==> src/rtl/alt_pkg.sv <==
// Shared types, constants and helper functions for the assembly line tokenizer.
package alt_pkg;

   // Longest token kept; later characters of the token are dropped.
   localparam int MAX_WORD = 64;
   localparam int CNT_W    = $clog2(MAX_WORD + 1);

   // Result kinds.
   localparam logic [1:0] KIND_CHAR = 2'd0;
   localparam logic [1:0] KIND_END  = 2'd1;
   localparam logic [1:0] KIND_LINE = 2'd2;

   // Character codes.
   localparam logic [7:0] CH_NUL   = 8'h00;
   localparam logic [7:0] CH_TAB   = 8'h09;
   localparam logic [7:0] CH_LF    = 8'h0A;
   localparam logic [7:0] CH_CR    = 8'h0D;
   localparam logic [7:0] CH_SPACE = 8'h20;
   localparam logic [7:0] CH_QUOTE = 8'h22;
   localparam logic [7:0] CH_COMMA = 8'h2C;
   localparam logic [7:0] CH_SEMI  = 8'd59;
   localparam logic [7:0] CH_BSL   = 8'h5C;

   // One result record.
   typedef struct packed {
      logic [1:0] kind;
      logic [7:0] char_value;
      logic       is_string;
      logic [7:0] token_index;
      logic [5:0] char_index;
      logic       truncated;
   } rec_type;

   // All results caused by one input character (one or two records).
   typedef struct packed {
      logic    two;
      rec_type r0;
      rec_type r1;
   } job_type;

   // Queue status seen by the back end.
   typedef struct packed {
      logic empty;
      logic full;
   } qstat_type;

   // Escape decoding; an unknown escape passes the character through.
   function automatic logic [7:0] decode_escape(input logic [7:0] c);
      logic [7:0] r;
      case (c)
         8'h61:   r = 8'h07;  // a
         8'h62:   r = 8'h08;  // b
         8'h66:   r = 8'h0C;  // f
         8'h6E:   r = 8'h0A;  // n
         8'h72:   r = 8'h0D;  // r
         8'h74:   r = 8'h09;  // t
         8'h76:   r = 8'h0B;  // v
         default: r = c;      // quote, apostrophe, ?, backslash and others
      endcase
      return r;
   endfunction

   function automatic logic is_line_end(input logic [7:0] c);
      return (c == CH_NUL) || (c == CH_LF) || (c == CH_CR) || (c == CH_SEMI);
   endfunction

   function automatic logic is_delim(input logic [7:0] c);
      return (c == CH_SPACE) || (c == CH_TAB) || (c == CH_COMMA);
   endfunction

endpackage

==> src/rtl/alt_front.sv <==
// Front end: scans one character per cycle while accept is high, keeps the line state and builds result jobs.
module alt_front (
   input  logic             clock,
   input  logic             reset,
   input  logic             accept,
   input  logic [7:0]       char_in,
   output logic             job_valid,
   output alt_pkg::job_type job
);

   localparam logic [2:0] MODE_GAP    = 3'd0;
   localparam logic [2:0] MODE_WORD   = 3'd1;
   localparam logic [2:0] MODE_STR    = 3'd2;
   localparam logic [2:0] MODE_ESC    = 3'd3;
   localparam logic [2:0] MODE_AFTER  = 3'd4;
   localparam logic [2:0] MODE_IGNORE = 3'd5;

   logic [2:0]              mode_ff, mode_in;
   logic [7:0]              tok_ff, tok_in;
   logic [alt_pkg::CNT_W-1:0] cnt_ff, cnt_in;
   logic                    ovf_ff, ovf_in;

   logic [7:0]              tok_inc;
   logic                    room;
   logic [1:0]              nres;

   assign tok_inc = (tok_ff == 8'hFF) ? tok_ff : tok_ff + 8'd1;
   assign room    = cnt_ff < alt_pkg::CNT_W'(alt_pkg::MAX_WORD);

   // Next-state and result decode for the current character.
   always_comb begin
      mode_in = mode_ff;
      tok_in  = tok_ff;
      cnt_in  = cnt_ff;
      ovf_in  = ovf_ff;
      nres    = 2'd0;
      job     = '0;
      case (mode_ff)
         MODE_GAP, MODE_AFTER: begin
            if (alt_pkg::is_line_end(char_in)) begin
               nres                 = 2'd1;
               job.r0.kind          = alt_pkg::KIND_LINE;
               job.r0.token_index   = tok_ff;
               if (char_in == alt_pkg::CH_NUL) begin
                  mode_in = MODE_GAP;
                  tok_in  = '0;
                  cnt_in  = '0;
                  ovf_in  = 1'b0;
               end else begin
                  mode_in = MODE_IGNORE;
               end
            end else if (alt_pkg::is_delim(char_in)) begin
               mode_in = MODE_GAP;
            end else if (char_in == alt_pkg::CH_QUOTE) begin
               cnt_in  = '0;
               ovf_in  = 1'b0;
               mode_in = MODE_STR;
            end else if (mode_ff == MODE_GAP) begin
               // First character of a word always fits.
               nres               = 2'd1;
               job.r0.kind        = alt_pkg::KIND_CHAR;
               job.r0.char_value  = char_in;
               job.r0.token_index = tok_ff;
               cnt_in             = alt_pkg::CNT_W'(1);
               ovf_in             = 1'b0;
               mode_in            = MODE_WORD;
            end
         end
         MODE_WORD: begin
            if (alt_pkg::is_line_end(char_in) || alt_pkg::is_delim(char_in)) begin
               nres               = 2'd1;
               job.r0.kind        = alt_pkg::KIND_END;
               job.r0.token_index = tok_ff;
               job.r0.truncated   = ovf_ff;
               tok_in             = tok_inc;
               cnt_in             = '0;
               ovf_in             = 1'b0;
               mode_in            = MODE_GAP;
               if (alt_pkg::is_line_end(char_in)) begin
                  nres               = 2'd2;
                  job.two            = 1'b1;
                  job.r1.kind        = alt_pkg::KIND_LINE;
                  job.r1.token_index = tok_inc;
                  if (char_in == alt_pkg::CH_NUL) begin
                     tok_in = '0;
                  end else begin
                     mode_in = MODE_IGNORE;
                  end
               end
            end else if (room) begin
               nres               = 2'd1;
               job.r0.kind        = alt_pkg::KIND_CHAR;
               job.r0.char_value  = char_in;
               job.r0.token_index = tok_ff;
               job.r0.char_index  = 6'(cnt_ff);
               cnt_in             = alt_pkg::CNT_W'(cnt_ff + 1'b1);
            end else begin
               ovf_in = 1'b1;
            end
         end
         MODE_STR, MODE_ESC: begin
            if (char_in == alt_pkg::CH_NUL) begin
               // Open string or pending escape at end of line.
               nres               = 2'd2;
               job.two            = 1'b1;
               job.r0.kind        = alt_pkg::KIND_END;
               job.r0.is_string   = 1'b1;
               job.r0.token_index = tok_ff;
               job.r0.truncated   = ovf_ff;
               job.r1.kind        = alt_pkg::KIND_LINE;
               job.r1.token_index = tok_inc;
               mode_in            = MODE_GAP;
               tok_in             = '0;
               cnt_in             = '0;
               ovf_in             = 1'b0;
            end else if (mode_ff == MODE_STR && char_in == alt_pkg::CH_QUOTE) begin
               nres               = 2'd1;
               job.r0.kind        = alt_pkg::KIND_END;
               job.r0.is_string   = 1'b1;
               job.r0.token_index = tok_ff;
               job.r0.truncated   = ovf_ff;
               tok_in             = tok_inc;
               cnt_in             = '0;
               ovf_in             = 1'b0;
               mode_in            = MODE_AFTER;
            end else if (mode_ff == MODE_STR && char_in == alt_pkg::CH_BSL) begin
               mode_in = MODE_ESC;
            end else begin
               mode_in = MODE_STR;
               if (room) begin
                  nres               = 2'd1;
                  job.r0.kind        = alt_pkg::KIND_CHAR;
                  job.r0.char_value  = (mode_ff == MODE_ESC) ?
                                       alt_pkg::decode_escape(char_in) : char_in;
                  job.r0.is_string   = 1'b1;
                  job.r0.token_index = tok_ff;
                  job.r0.char_index  = 6'(cnt_ff);
                  cnt_in             = alt_pkg::CNT_W'(cnt_ff + 1'b1);
               end else begin
                  ovf_in = 1'b1;
               end
            end
         end
         default: begin
            // Rest of the line is skipped until NUL.
            if (char_in == alt_pkg::CH_NUL) begin
               mode_in = MODE_GAP;
               tok_in  = '0;
               cnt_in  = '0;
               ovf_in  = 1'b0;
            end else begin
               mode_in = MODE_IGNORE;
            end
         end
      endcase
   end

   assign job_valid = accept && (nres != 2'd0);

   // Line state registers.
   always_ff @(posedge clock) begin
      if (reset) begin
         mode_ff <= MODE_GAP;
         tok_ff  <= '0;
         cnt_ff  <= '0;
         ovf_ff  <= 1'b0;
      end else if (accept) begin
         mode_ff <= mode_in;
         tok_ff  <= tok_in;
         cnt_ff  <= cnt_in;
         ovf_ff  <= ovf_in;
      end
   end

endmodule

==> src/rtl/alt_queue.sv <==
// Four-entry job queue between the front end and the back end.
module alt_queue (
   input  logic               clock,
   input  logic               reset,
   input  logic               push,
   input  alt_pkg::job_type   push_job,
   input  logic               pop,
   output alt_pkg::job_type   head,
   output alt_pkg::qstat_type stat
);

   alt_pkg::job_type slot_ff [4];
   logic [1:0] wr_ff, wr_in;
   logic [1:0] rd_ff, rd_in;
   logic [2:0] fill_ff, fill_in;

   assign head       = slot_ff[rd_ff];
   assign stat.empty = (fill_ff == 3'd0);
   assign stat.full  = (fill_ff == 3'd4);

   // Pointer and fill bookkeeping.
   always_comb begin
      wr_in   = push ? wr_ff + 2'd1 : wr_ff;
      rd_in   = pop ? rd_ff + 2'd1 : rd_ff;
      fill_in = fill_ff + {2'b00, push} - {2'b00, pop};
   end

   always_ff @(posedge clock) begin
      if (reset) begin
         wr_ff   <= '0;
         rd_ff   <= '0;
         fill_ff <= '0;
      end else begin
         wr_ff   <= wr_in;
         rd_ff   <= rd_in;
         fill_ff <= fill_in;
      end
   end

   // Job storage.
   always_ff @(posedge clock) begin
      if (push) begin
         slot_ff[wr_ff] <= push_job;
      end
   end

endmodule

==> src/rtl/alt_back.sv <==
// Back end: expands queued jobs into single results held in the output register.
module alt_back (
   input  logic               clock,
   input  logic               reset,
   input  alt_pkg::job_type   head,
   input  alt_pkg::qstat_type stat,
   output logic               pop,
   output logic               rsp_valid,
   input  logic               rsp_stall,
   output logic [1:0]         rsp_kind,
   output logic [7:0]         rsp_char_value,
   output logic               rsp_is_string,
   output logic [7:0]         rsp_token_index,
   output logic [5:0]         rsp_char_index,
   output logic               rsp_truncated,
   output logic               rsp_last_of_run
);

   logic             valid_ff, valid_in;
   logic             second_ff, second_in;
   alt_pkg::rec_type rec_ff, rec_in;
   logic             last_ff, last_in;
   logic             load;

   // The output register takes a new result when it is empty or being taken.
   assign load = (!valid_ff || !rsp_stall) && !stat.empty;

   always_comb begin
      valid_in  = valid_ff && rsp_stall;
      second_in = second_ff;
      rec_in    = rec_ff;
      last_in   = last_ff;
      pop       = 1'b0;
      if (load) begin
         valid_in = 1'b1;
         if (second_ff) begin
            rec_in    = head.r1;
            last_in   = 1'b1;
            second_in = 1'b0;
            pop       = 1'b1;
         end else begin
            rec_in    = head.r0;
            last_in   = !head.two;
            second_in = head.two;
            pop       = !head.two;
         end
      end
   end

   always_ff @(posedge clock) begin
      if (reset) begin
         valid_ff  <= 1'b0;
         second_ff <= 1'b0;
      end else begin
         valid_ff  <= valid_in;
         second_ff <= second_in;
      end
   end

   always_ff @(posedge clock) begin
      rec_ff  <= rec_in;
      last_ff <= last_in;
   end

   assign rsp_valid       = valid_ff;
   assign rsp_kind        = rec_ff.kind;
   assign rsp_char_value  = rec_ff.char_value;
   assign rsp_is_string   = rec_ff.is_string;
   assign rsp_token_index = rec_ff.token_index;
   assign rsp_char_index  = rec_ff.char_index;
   assign rsp_truncated   = rec_ff.truncated;
   assign rsp_last_of_run = last_ff;

endmodule

==> src/rtl/assembly_line_tokenizer.sv <==
// Top level of the assembly line tokenizer: front end, job queue and back end.
//
//   Channel | Direction | Ports
//   req     | in        | req_valid, req_stall, req_char_in
//   rsp     | out       | rsp_valid, rsp_stall, rsp_kind .. rsp_last_of_run
//
// One character is scanned per cycle while req_stall is low; a character that
// yields one result moves through at one per cycle while rsp_stall is low, one
// that yields two results holds the back end until both are taken.
// Reset is synchronous and returns the line state to the gap after a delimiter.
// req_stall rises only when the four-entry job queue is full.
module assembly_line_tokenizer (
   input  logic       clock,
   input  logic       reset,
   input  logic       req_valid,
   output logic       req_stall,
   input  logic [7:0] req_char_in,
   output logic       rsp_valid,
   input  logic       rsp_stall,
   output logic [1:0] rsp_kind,
   output logic [7:0] rsp_char_value,
   output logic       rsp_is_string,
   output logic [7:0] rsp_token_index,
   output logic [5:0] rsp_char_index,
   output logic       rsp_truncated,
   output logic       rsp_last_of_run
);

   alt_pkg::job_type   job;
   alt_pkg::job_type   head;
   alt_pkg::qstat_type stat;
   logic               accept;
   logic               job_valid;
   logic               pop;

   assign req_stall = stat.full;
   assign accept    = req_valid && !stat.full;

   alt_front u_front (
      .clock     (clock),
      .reset     (reset),
      .accept    (accept),
      .char_in   (req_char_in),
      .job_valid (job_valid),
      .job       (job)
   );

   alt_queue u_queue (
      .clock    (clock),
      .reset    (reset),
      .push     (job_valid),
      .push_job (job),
      .pop      (pop),
      .head     (head),
      .stat     (stat)
   );

   alt_back u_back (
      .clock           (clock),
      .reset           (reset),
      .head            (head),
      .stat            (stat),
      .pop             (pop),
      .rsp_valid       (rsp_valid),
      .rsp_stall       (rsp_stall),
      .rsp_kind        (rsp_kind),
      .rsp_char_value  (rsp_char_value),
      .rsp_is_string   (rsp_is_string),
      .rsp_token_index (rsp_token_index),
      .rsp_char_index  (rsp_char_index),
      .rsp_truncated   (rsp_truncated),
      .rsp_last_of_run (rsp_last_of_run)
   );

endmodule

==> config.mk <==
export PLATFORM = sky130hd
export DESIGN_NAME = assembly_line_tokenizer
export DESIGN_NICKNAME = d
export VERILOG_FILES = /design/src/rtl/alt_pkg.sv /design/src/rtl/alt_front.sv /design/src/rtl/alt_queue.sv /design/src/rtl/alt_back.sv /design/src/rtl/assembly_line_tokenizer.sv
export SDC_FILE = /design/constraint.sdc
export NUM_CORES = 1
export LEC_CHECK = 0
export BUFFER_PORTS_ARGS = -buffer_cell sky130_fd_sc_hd__buf_2
export CAP_MARGIN = 30
export CORE_MARGIN = 2
export CORE_UTILIZATION = 55
export DETAILED_ROUTE_END_ITERATION = 10
export PLACE_DENSITY_LB_ADDON = 0.3
export SYNTH_ARGS = -nofsm -noshare
export SYNTH_HDL_FRONTEND = slang
export SYNTH_SLANG_ARGS = --single-unit
==> constraint.sdc <==
create_clock -name clock -period 3.4 [get_ports clock]
set_clock_uncertainty 0.15 [all_clocks]
set_input_delay 0.51 -clock clock [delete_from_list [all_inputs] [get_ports clock]]
set_output_delay 0.51 -clock clock [all_outputs]
set_load 0.01 [all_outputs]
==> results of run 1 <==
## cell usage in the layout (no fill, tap or decap), types with 3 or more instances in the layout
cell / Yosys / routed
edfxtp_1: 167 / 167
nand2_1: 54 / 54
buf_2: 5 / 40
nor2_1: 39 / 39
mux4_2: 35 / 35
and2_1: 37 / 33
buf_4: 1 / 30
dfxtp_1: 30 / 29
a21oi_1: 18 / 18
inv_1: 17 / 17
clkbuf_16: 0 / 17
o21ai_0: 15 / 15
nor2b_1: 14 / 14
nor3_1: 10 / 10
a31oi_1: 10 / 10
or4_1: 10 / 10
ha_1: 9 / 9
nand3_1: 8 / 8
or2_2: 6 / 6
nand2b_1: 6 / 6
xor2_1: 6 / 6
or3_1: 4 / 4
nor4_1: 4 / 4
o31ai_1: 4 / 4
and2_2: 0 / 4
o41ai_1: 4 / 4
o311ai_0: 4 / 4
clkbuf_8: 0 / 4
buf_12: 0 / 4
xnor2_1: 3 / 3
nand4_1: 3 / 3
o22ai_1: 3 / 3
and3_1: 3 / 3
inv_6: 0 / 3
## worst register-to-register path, delay by kind of cell, from the launching register on
family                   cells  cell delay, ns
AO/OA/AOI/OAI                1            0.39
XOR/XNOR                     2            0.34
adder cells (fa/ha/maj)      3            0.83
buffers and inverters        2            0.10
flip-flops                   1            0.37
multiplexers                 1            0.57
AND/OR/NAND/NOR              1            0.05
## flip-flops by register name, summed over array words and instances (netlist names), named ones only
register and cells:
u_front.cnt_ff 7, u_back.rsp_token_index 8, u_back.rsp_last_of_run 1, u_front.tok_ff 8, u_back.rsp_truncated 1, u_queue.rd_ff 2, u_back.rsp_char_index 6, u_queue.fill_ff 3
u_back.rsp_is_string 1, u_back.rsp_char_value 8, u_back.rsp_kind 2, u_front.mode_ff 3, u_front.ovf_ff 1, u_back.second_ff 1, u_queue.slot_ff 140, u_back.rsp_valid 1
u_queue.wr_ff 2
## final cells by class
cell class                      count  area [sq um]  area share (%)
Tap cell                          211           264            2.67
Clock inverter                     11           138            1.39
Inverter                           17          63.8           0.646
Timing Repair Buffer               74           505            5.12
Clock buffer                       21           480            4.86
Multi-Input combinational cell    361          2810            28.5
Sequential cell                   197          5620            56.8
## logic make-up (layout without fill, tap and decap cells)
logic type      Yosys count  after routing  share of synthesized area [%]
compound gates           87             87                           7.07
xor+xnor                  9              9                          0.914
fa+ha+maj                10             10                           1.54
buf+inv                  49            123                           2.34
flops                   197            197                           65.1
mux                      38             38                           9.50
simple gates            217            217                           13.5
## through the flow
| stage | instance area (sq um) | power [uW] | hold slack [ns] | util (%) |
|---|---|---|---|---|
| 2_1_floorplan | 8630 | 4500 | 0.305 | - |
| 3_3_place_gp | 9260 | 5040 | 0.306 | 60.7 |
| 3_5_place_dp | 9260 | 5100 | 0.325 | 60.7 |
| 4_1_cts | 9880 | 7130 | 0.159 | 64.8 |
| 5_1_grt | 9880 | 7410 | 0.192 | 64.8 |
| 6_report | 9880 | 7070 | 0.175 | 64.8 |
## worst min-delay path by stage
| stage | start | cells after the start | end | slack, ns |
|---|---|---|---|---|
| floorplan | u_front.cnt_ff[3]$_SDFFE_PP0P_ | 1 | u_front.cnt_ff[3]$_SDFFE_PP0P_ | 0.30 |
| global placement | u_back.rsp_valid$_SDFF_PP0_ | 2 | u_back.rsp_valid$_SDFF_PP0_ | 0.31 |
| detailed placement | u_back.rsp_valid$_SDFF_PP0_ | 2 | u_back.rsp_valid$_SDFF_PP0_ | 0.33 |
| CTS | rsp_stall | 3 | u_back.rsp_valid$_SDFF_PP0_ | 0.16 |
| global route | rsp_stall | 3 | u_back.rsp_valid$_SDFF_PP0_ | 0.19 |
| finish | rsp_stall | 3 | u_back.rsp_valid$_SDFF_PP0_ | 0.17 |
## routing by layer
layer	track usage, %	routed length [um]
met3	4.54	986
met1	30.6	7610
met2	36.8	8570
met4	6.52	230
met5	0	0
## report_power, final
part / internal, uW / switching (uW) / total, uW
logic: 781 / 988 / 1770
registers: 3130 / 124 / 3260
clock network: 1180 / 864 / 2040
total: 5090 / 1980 / 7070
==> impl_metrics.tcl, run 1 <==
set metrics [dict create \
    yosys_warnings 0 \
    dpl_worst_slack_ns 0.106 \
    synth_edf_count 167 \
    die_area_sq_um 16700 \
    crit_fanout 4 \
    finalSetupTns_ns 0 \
    p_leak_uw 0.00341 \
    finalSetupViolCount 0 \
    core_area_sq_um 15300 \
    clkLatencyLatePin_ns 0.43 \
    nets 690 \
    drtIter0Drc 456 \
    hold_path.class "in2reg" \
    vias 5306 \
    die_x_um 129 \
    synth-async-reset-ratio_pct 0 \
    cts_hold_buf 0 \
    vdd_drop_max_mv 0.425 \
    rsz0062_at_grt "no" \
    drv_cap 0 \
    grt_pass1_wl_um 28000 \
    synth_cell_types 70 \
    required_ns 3.56 \
    cts.repair.resized 0 \
    dp_cells 860 \
    cpMaxStageDelayCell "mux4_2" \
    yosysTopAreaCellShare_pct 58.1 \
    cts-root-buf "clkbuf_16" \
    die_h_um 129 \
    drc 0 \
    clk_pin_slew_worst_paths_ns 0.07 \
    wire_per_inst_um 19.5 \
    startpoint "u_queue.slot_ff[3][36]$_DFFE_PP_" \
    hold_viol_final 0 \
    cp_cell_sequence "mux4_2 > a21oi_1 > ha_1 > inv_1 > ha_1 > inv_1 > fa_1 > xor2_1 > xnor2_1 > nor2_1" \
    worst_slack_ns 0.470 \
    grt_util_all_layers_pct 22.4 \
    grt_max_degree 36 \
    clock.fmax_mhz 341 \
    rows 45 \
    synth_area_sq_um 8620 \
    synth_nets 629 \
    start_kind "flip-flop" \
    cts_sinks 197 \
    critical_path.endpoint "u_queue.fill_ff[2]$_SDFF_PP0_" \
    crit_arrival_ns 3.08 \
    worstSetupEndpointType "flip-flop" \
    cp.buffers_inverters 2 \
    yosysMostFrequentCell "edfxtp_1" \
    initial_core_util_pct 56.5 \
    crit_type "reg2reg" \
    ant_nets 0 \
    diodes 0 \
    synthTopCellsByArea "edfxtp_1 58%, mux4_2 9.1%, dfxtp_1 7.0%" \
    globalRouteOverflowTotal 0 \
    portBuffers 40 \
    synth_flop_cell "edfxtp_1" \
    finalCritPeriodShare_pct 86.2 \
    ys_ff_latch 197 \
    fin_crit_ns 2.93 \
    layoutNonFillerInstCount 892 \
    via_per_inst 5.95 \
    synth-seq-area-share_pct 65.1 \
    rr_endpoint "u_queue.fill_ff[2]$_SDFF_PP0_" \
    cts_tree "yes" \
    postRouteWirelength_um 17400 \
    clockBufferDepth 2 \
    syn2layout_area_growth_pct 14.6 \
    grt_pass1_vias 5242 \
    drv_slew 0 \
    powerDensity_nw_per_um2 715 \
    synth_top_cell_by_area "edfxtp_1" \
    outcome "finished, final reports clean" \
    post_cts.repair.setup_buffers 0 \
    worst-slew-pin-transition_ns 0.760 \
    n_fill_cell 1105 \
    htreeDepth 4 \
    ff2ff_setup_slack_ns 0.47 \
    drt_first_pass_iters 5 \
    relSlewSlack_pct 48.0 \
    r2r_start "u_queue.slot_ff[3][36]$_DFFE_PP_" \
    syn_area_per_cell_sq_um 14.2 \
    cts_buffers 17 \
    drive_gt1_share_pct 23.3 \
    path_depth 10 \
    r2r_cells 10 \
    cpPeakStageDelay_ns 0.57 \
    synth_cells 607 \
    synth_common_cells "167 x edfxtp_1, 54 x nand2_1, 39 x nor2_1" \
    antenna_found_initial 0 \
    place_hpwl_um 10800 \
    ios 41 \
    finalWeightedCongestion 0.886 \
    critPathTopFamily "adder cells" \
]
No activity file was read; power rests on OpenSTA's default activity.
==> run 2: changes to the inputs <==
==> constraint.sdc (replaced) <==
create_clock -name clock -period 2.4 [get_ports clock]
set_clock_uncertainty 0.15 [all_clocks]
set_input_delay 0.36 -clock clock [delete_from_list [all_inputs] [get_ports clock]]
set_output_delay 0.36 -clock clock [all_outputs]
set_load 0.01 [all_outputs]
==> run 2 against run 1 <==
Against the previous run:
- the flow now finishes with violations (setup timing)
- final area increased by 10%
- wire length rose by 13%
- first-iteration DRC count rose by 17%
- critical path type unchanged
- largest power group unchanged
- highest routed layer unchanged
==> impl_metrics.tcl, run 2 (synthesized netlist as in run 1, its figures left out) <==
set metrics [dict create \
    power_uw 10500 \
    drv_slew 0 \
    relSlewSlack_pct 53.9 \
    initial_core_util_pct 56.5 \
    grt_pass1_vias 5638 \
    rsz0062_at_grt "yes" \
    crit_arrival_ns 2.73 \
    syn2layout_area_growth_pct 26.4 \
    cpPeakStageDelay_ns 0.52 \
    drt_first_pass_iters 5 \
    fin_util_pct 71.4 \
    start_kind "flip-flop" \
    antenna_found_initial 0 \
    finalCritPeriodShare_pct 106 \
    die_h_um 129 \
    crit_path_frequent_cell "ha_4" \
    drtIter0Drc 532 \
    cpMaxStageDelayCell "mux4_2" \
    finalWeightedCongestion 0.925 \
    finalSetupViolCount 13 \
    die_x_um 129 \
    final_common_cell "edfxtp_1" \
    core_area_sq_um 15300 \
    finalSetupTns_ns -0.268 \
    clockBufferDepth 2 \
    cp_cell_sequence "mux4_2 > a21oi_2 > buf_4 > ha_4 > inv_4 > ha_4 > inv_2 > fa_2 > xor2_1 > xnor2_1 > nor2_1" \
    die_area_sq_um 16700 \
    dp_cells 926 \
    cts_tree "yes" \
    required_ns 2.57 \
    critPathTopFamily "adder cells" \
    cts-root-buf "clkbuf_16" \
    portBuffers 40 \
    via_per_inst 5.96 \
    vias 5802 \
    grt_max_degree 35 \
    vdd_drop_max_mv 0.541 \
    worst-slew-pin-transition_ns 0.691 \
    ant_nets 0 \
    clock.fmax_mhz 391 \
    fin_crit_ns 2.55 \
    place_hpwl_um 12200 \
    cts_hold_buf 0 \
    p_leak_uw 0.00392 \
    regArea_sq_um 5620 \
    drive_gt1_share_pct 36.5 \
    r2r_cells 11 \
    n_fill_cell 950 \
    ios 41 \
    rows 45 \
    multi_input_area_sq_um 3000 \
    layout_common_cells "167 x edfxtp_1, 95 x buf_4, 54 x nand2_1" \
    diodes 0 \
    cts_buffers 17 \
    grt_pass1_wl_um 29300 \
    wire_per_inst_um 20.3 \
    htreeDepth 4 \
    crit_fanout 2 \
    grt_util_all_layers_pct 23.3 \
    cp.buffers_inverters 3 \
    clkLatencyLatePin_ns 0.43 \
    worstSetupEndpointType "flip-flop" \
    globalRouteOverflowTotal 0 \
    clk_pin_slew_worst_paths_ns 0.07 \
    outcome "complete, but fails checks" \
    layoutNonFillerInstCount 973 \
    min_path_cells 3 \
    nets 771 \
    path_depth 11 \
    postRouteWirelength_um 19700 \
    failed_checks "setup timing" \
    largest_reg_flops 140 \
    powerDensity_nw_per_um2 966 \
    drv_cap 0 \
    worst_slack_ns -0.155 \
    dpl_worst_slack_ns -0.582 \
    crit_type "reg2reg" \
    max_flop_register "u_queue.slot_ff" \
    hold_viol_final 0 \
    cts_sinks 197 \
    drc 0 \
    hold_path.class "in2reg" \
]
-- run 2: cell types whose count changed in the layout (fill, tap and decap cells not counted), sizes merged --
| cell | before | now |
|---|---|---|
| buf | 74 | 150 |
| bufinv | 2 | 1 |
| clkbuf | 21 | 27 |
| clkinv | 2 | 3 |
| clkinvlp | 2 | 1 |
-- run 2: timing repair --
item / in CTS / in global routing
cloned: 1 / 7
buffers inserted: 4 / 4
endpoints found under the setup margin: 164 / 205
pin swaps: 8 / 15
gates resized for setup: 20 / 28
-- run 2: final cells by class --
class	instances	share of cell area [%]
Clock buffer	22	4.55
Clock inverter	10	0.987
Inverter	17	0.608
Multi-Input combinational cell	361	27.5
Sequential cell	197	51.6
Tap cell	211	2.42
Timing Repair Buffer	155	12.4
-- run 2: path summary, 6_finish.rpt --
path	startpoint	end	slack, ns
setup / recovery	u_queue.slot_ff[3][36]$_DFFE_PP_	u_queue.fill_ff[2]$_SDFF_PP0_	-0.15
hold reg to reg	u_back.rsp_valid$_SDFF_PP0_	u_back.rsp_valid$_SDFF_PP0_	0.33
setup reg to reg	u_queue.slot_ff[3][36]$_DFFE_PP_	u_queue.fill_ff[2]$_SDFF_PP0_	-0.15
hold / removal	rsp_stall	u_back.rsp_valid$_SDFF_PP0_	0.03
-- run 2: power breakdown --
group          leakage [uW]  internal [uW]  switching (uW)
sequential          0.00182           4430             167
clock              0.000298           1600            1240
combinational       0.00180           1500            1580
total               0.00392           7540            2990
-- run 2: worst register-to-register path, stage by stage (launching register included) --
cell      delay [ns]
edfxtp_1        0.40
mux4_2          0.52
a21oi_2         0.16
buf_4           0.14
ha_4            0.20
inv_4           0.05
ha_4            0.11
inv_2           0.03
fa_2            0.33
xor2_1          0.17
xnor2_1         0.14
nor2_1          0.07
-- run 2: routing by layer --
metal | global-route usage, % | wire length [um] | vias up
li1 | - | - | 2625
met1 | 31.2 | 8080 | 2888
met2 | 38.7 | 9810 | 253
met3 | 4.38 | 1410 | 36
met4 | 8.31 | 409 | 0
met5 | 0 | 0 | -
-- run 2: per-stage QoR --
step                hold WS (ns)  area (sq um)
floorplan                  0.311          8710
global placement           0.315          9900
detailed placement         0.321          9900
CTS                       0.0168         10600
global route              0.0477         10900
finish                    0.0253         10900
==> run 3: changes to the inputs <==
--- a/config.mk
+++ b/config.mk
@@ -7,6 +7,7 @@
 export LEC_CHECK = 0
 export BUFFER_PORTS_ARGS = -buffer_cell sky130_fd_sc_hd__buf_2
 export CAP_MARGIN = 30
+export CORE_ASPECT_RATIO = 0.8
 export CORE_MARGIN = 2
 export CORE_UTILIZATION = 55
 export DETAILED_ROUTE_END_ITERATION = 10
==> run 3 against run 2 <==
Against the previous run:
- the flow still finishes with violations (setup timing)
- via count down 2.8%
- cell count fell by 0.92%
- first-iteration DRC count fell by 3.9%
- combinational power decreased by 5%
- count of clock-buffer cells in the layout decreased by 2
- die area barely moved
- final area fell by 1.4%
- sequential power about the same
==> impl_metrics.tcl, run 3 (synthesized netlist as in run 1, its figures left out) <==
set metrics [dict create \
    cts_tree "yes" \
    grt_util_all_layers_pct 24.4 \
    clock.fmax_mhz 398 \
    core_area_sq_um 15200 \
    globalRouteOverflowTotal 0 \
    die_area_sq_um 16700 \
    worst_slack_ns -0.110 \
    portBuffers 40 \
    initial_core_util_pct 56.9 \
    crit_path_frequent_cell "buf_6" \
    start_kind "input port" \
    finalCritPeriodShare_pct 105 \
    p_leak_uw 0.00384 \
    clockBufferDepth 2 \
    drv_cap 0 \
    grt_pass1_vias 5718 \
    die_x_um 144 \
    cpMaxStageDelayCell "or4b_4" \
    ios 41 \
    drive_gt1_share_pct 35.7 \
    crit_fanout 4 \
    htreeDepth 4 \
    max_flop_register "u_queue.slot_ff" \
    diodes 0 \
    cts_sinks 197 \
    worstSetupEndpointType "flip-flop" \
    final_common_cell "edfxtp_1" \
    via_per_inst 5.85 \
    crit_arrival_ns 2.68 \
    postRouteWirelength_um 19100 \
    wire_per_inst_um 19.9 \
    dp_cells 924 \
    syn2layout_area_growth_pct 24.7 \
    drtIter0Drc 511 \
    cts_buffers 17 \
    drv_slew 0 \
    clk_pin_slew_worst_paths_ns 0.07 \
    finalSetupTns_ns -1.58 \
    hold_path.class "in2reg" \
    antenna_found_initial 0 \
    failed_checks "setup timing" \
    outcome "complete, but fails checks" \
    die_h_um 116 \
    grt_max_degree 35 \
    cpPeakStageDelay_ns 0.48 \
    layoutNonFillerInstCount 964 \
    finalWeightedCongestion 0.926 \
    cp_cell_sequence "buf_6 > buf_6 > or4b_4 > or2_4 > o31a_1 > a211oi_4 > a31oi_4 > ha_2 > inv_2 > fa_2 > xor2_1 > xnor2_1 > nor2_1" \
    vdd_drop_max_mv 0.577 \
    largest_reg_flops 140 \
    clkLatencyLatePin_ns 0.44 \
    crit_type "in2reg" \
    worst-slew-pin-transition_ns 0.711 \
    fin_util_pct 70.9 \
    cts-root-buf "clkbuf_16" \
    hold_viol_final 0 \
    rows 40 \
    dpl_worst_slack_ns -0.807 \
    grt_pass1_wl_um 30300 \
    nets 763 \
    powerDensity_nw_per_um2 971 \
    layout_common_cells "167 x edfxtp_1, 91 x buf_4, 54 x nand2_1" \
    n_fill_cell 981 \
    required_ns 2.57 \
    vias 5637 \
    drt_first_pass_iters 5 \
    ant_nets 0 \
    finalSetupViolCount 46 \
    place_hpwl_um 12600 \
    relSlewSlack_pct 52.6 \
    rsz0062_at_grt "yes" \
    ff2ff_setup_slack_ns -0.06 \
    drc 0 \
    fin_crit_ns 2.51 \
]
[run 3: critical path, delay by kind of cell]
family / cells / cell delay (ns)
buffers and inverters: 3 / 0.25
AND/OR/NAND/NOR: 3 / 0.79
adder cells (fa/ha/maj): 2 / 0.39
XOR/XNOR: 2 / 0.30
AO/OA/AOI/OAI: 3 / 0.56
[run 3: layout make-up]
| cell class | instances | area (sq um) | share of cell area [%] |
|---|---|---|---|
| clock buffer | 20 | 447 | 4.15 |
| clock inverter | 12 | 161 | 1.50 |
| inverter | 17 | 63.8 | 0.594 |
| multi-input combinational | 361 | 3020 | 28.1 |
| sequential | 197 | 5620 | 52.3 |
| tap | 210 | 263 | 2.44 |
| timing repair buffer | 147 | 1170 | 10.9 |
[run 3: worst paths after layout]
path | from | endpoint | cells after the start
hold reg to reg | u_back.rsp_valid$_SDFF_PP0_ | u_back.rsp_valid$_SDFF_PP0_ | 2
hold / removal | rsp_stall | u_back.rsp_valid$_SDFF_PP0_ | 3
setup reg to reg | u_queue.slot_ff[3][36]$_DFFE_PP_ | u_queue.fill_ff[2]$_SDFF_PP0_ | 10
setup / recovery | req_char_in[4] | u_queue.fill_ff[2]$_SDFF_PP0_ | 13
[run 3: repair_timing]
action | CTS | global route
buffers inserted | 9 | 1
cloned | 1 | 0
setup endpoints to repair | 162 | 157
gates resized for setup | 19 | 28
pin swaps | 10 | 9
hold buffers | 0 | 0
[run 3: power breakdown]
part	internal, uW	total [uW]	switching (uW)
sequential	4430	4590	156
combinational	1410	2950	1540
clock	1610	2910	1300
[run 3: stage by stage]
step	hold slack, ns	area, sq um	total power [uW]
CTS	0.0247	10600	10500
global placement	0.308	9870	7400
floorplan	0.311	8710	6390
detailed placement	0.329	9870	7510
global route	0.0523	10800	10900
finish	0.0335	10800	10400
[run 3: routing by layer]
layer | global-route usage (%) | vias to the layer above | share of wire [%]
li1 | - | 2595 | -
met4 | 6.54 | 0 | 1.0
met2 | 39.0 | 215 | 48
met1 | 34.7 | 2812 | 45
met3 | 5.17 | 15 | 5.7
met5 | 0 | - | 0
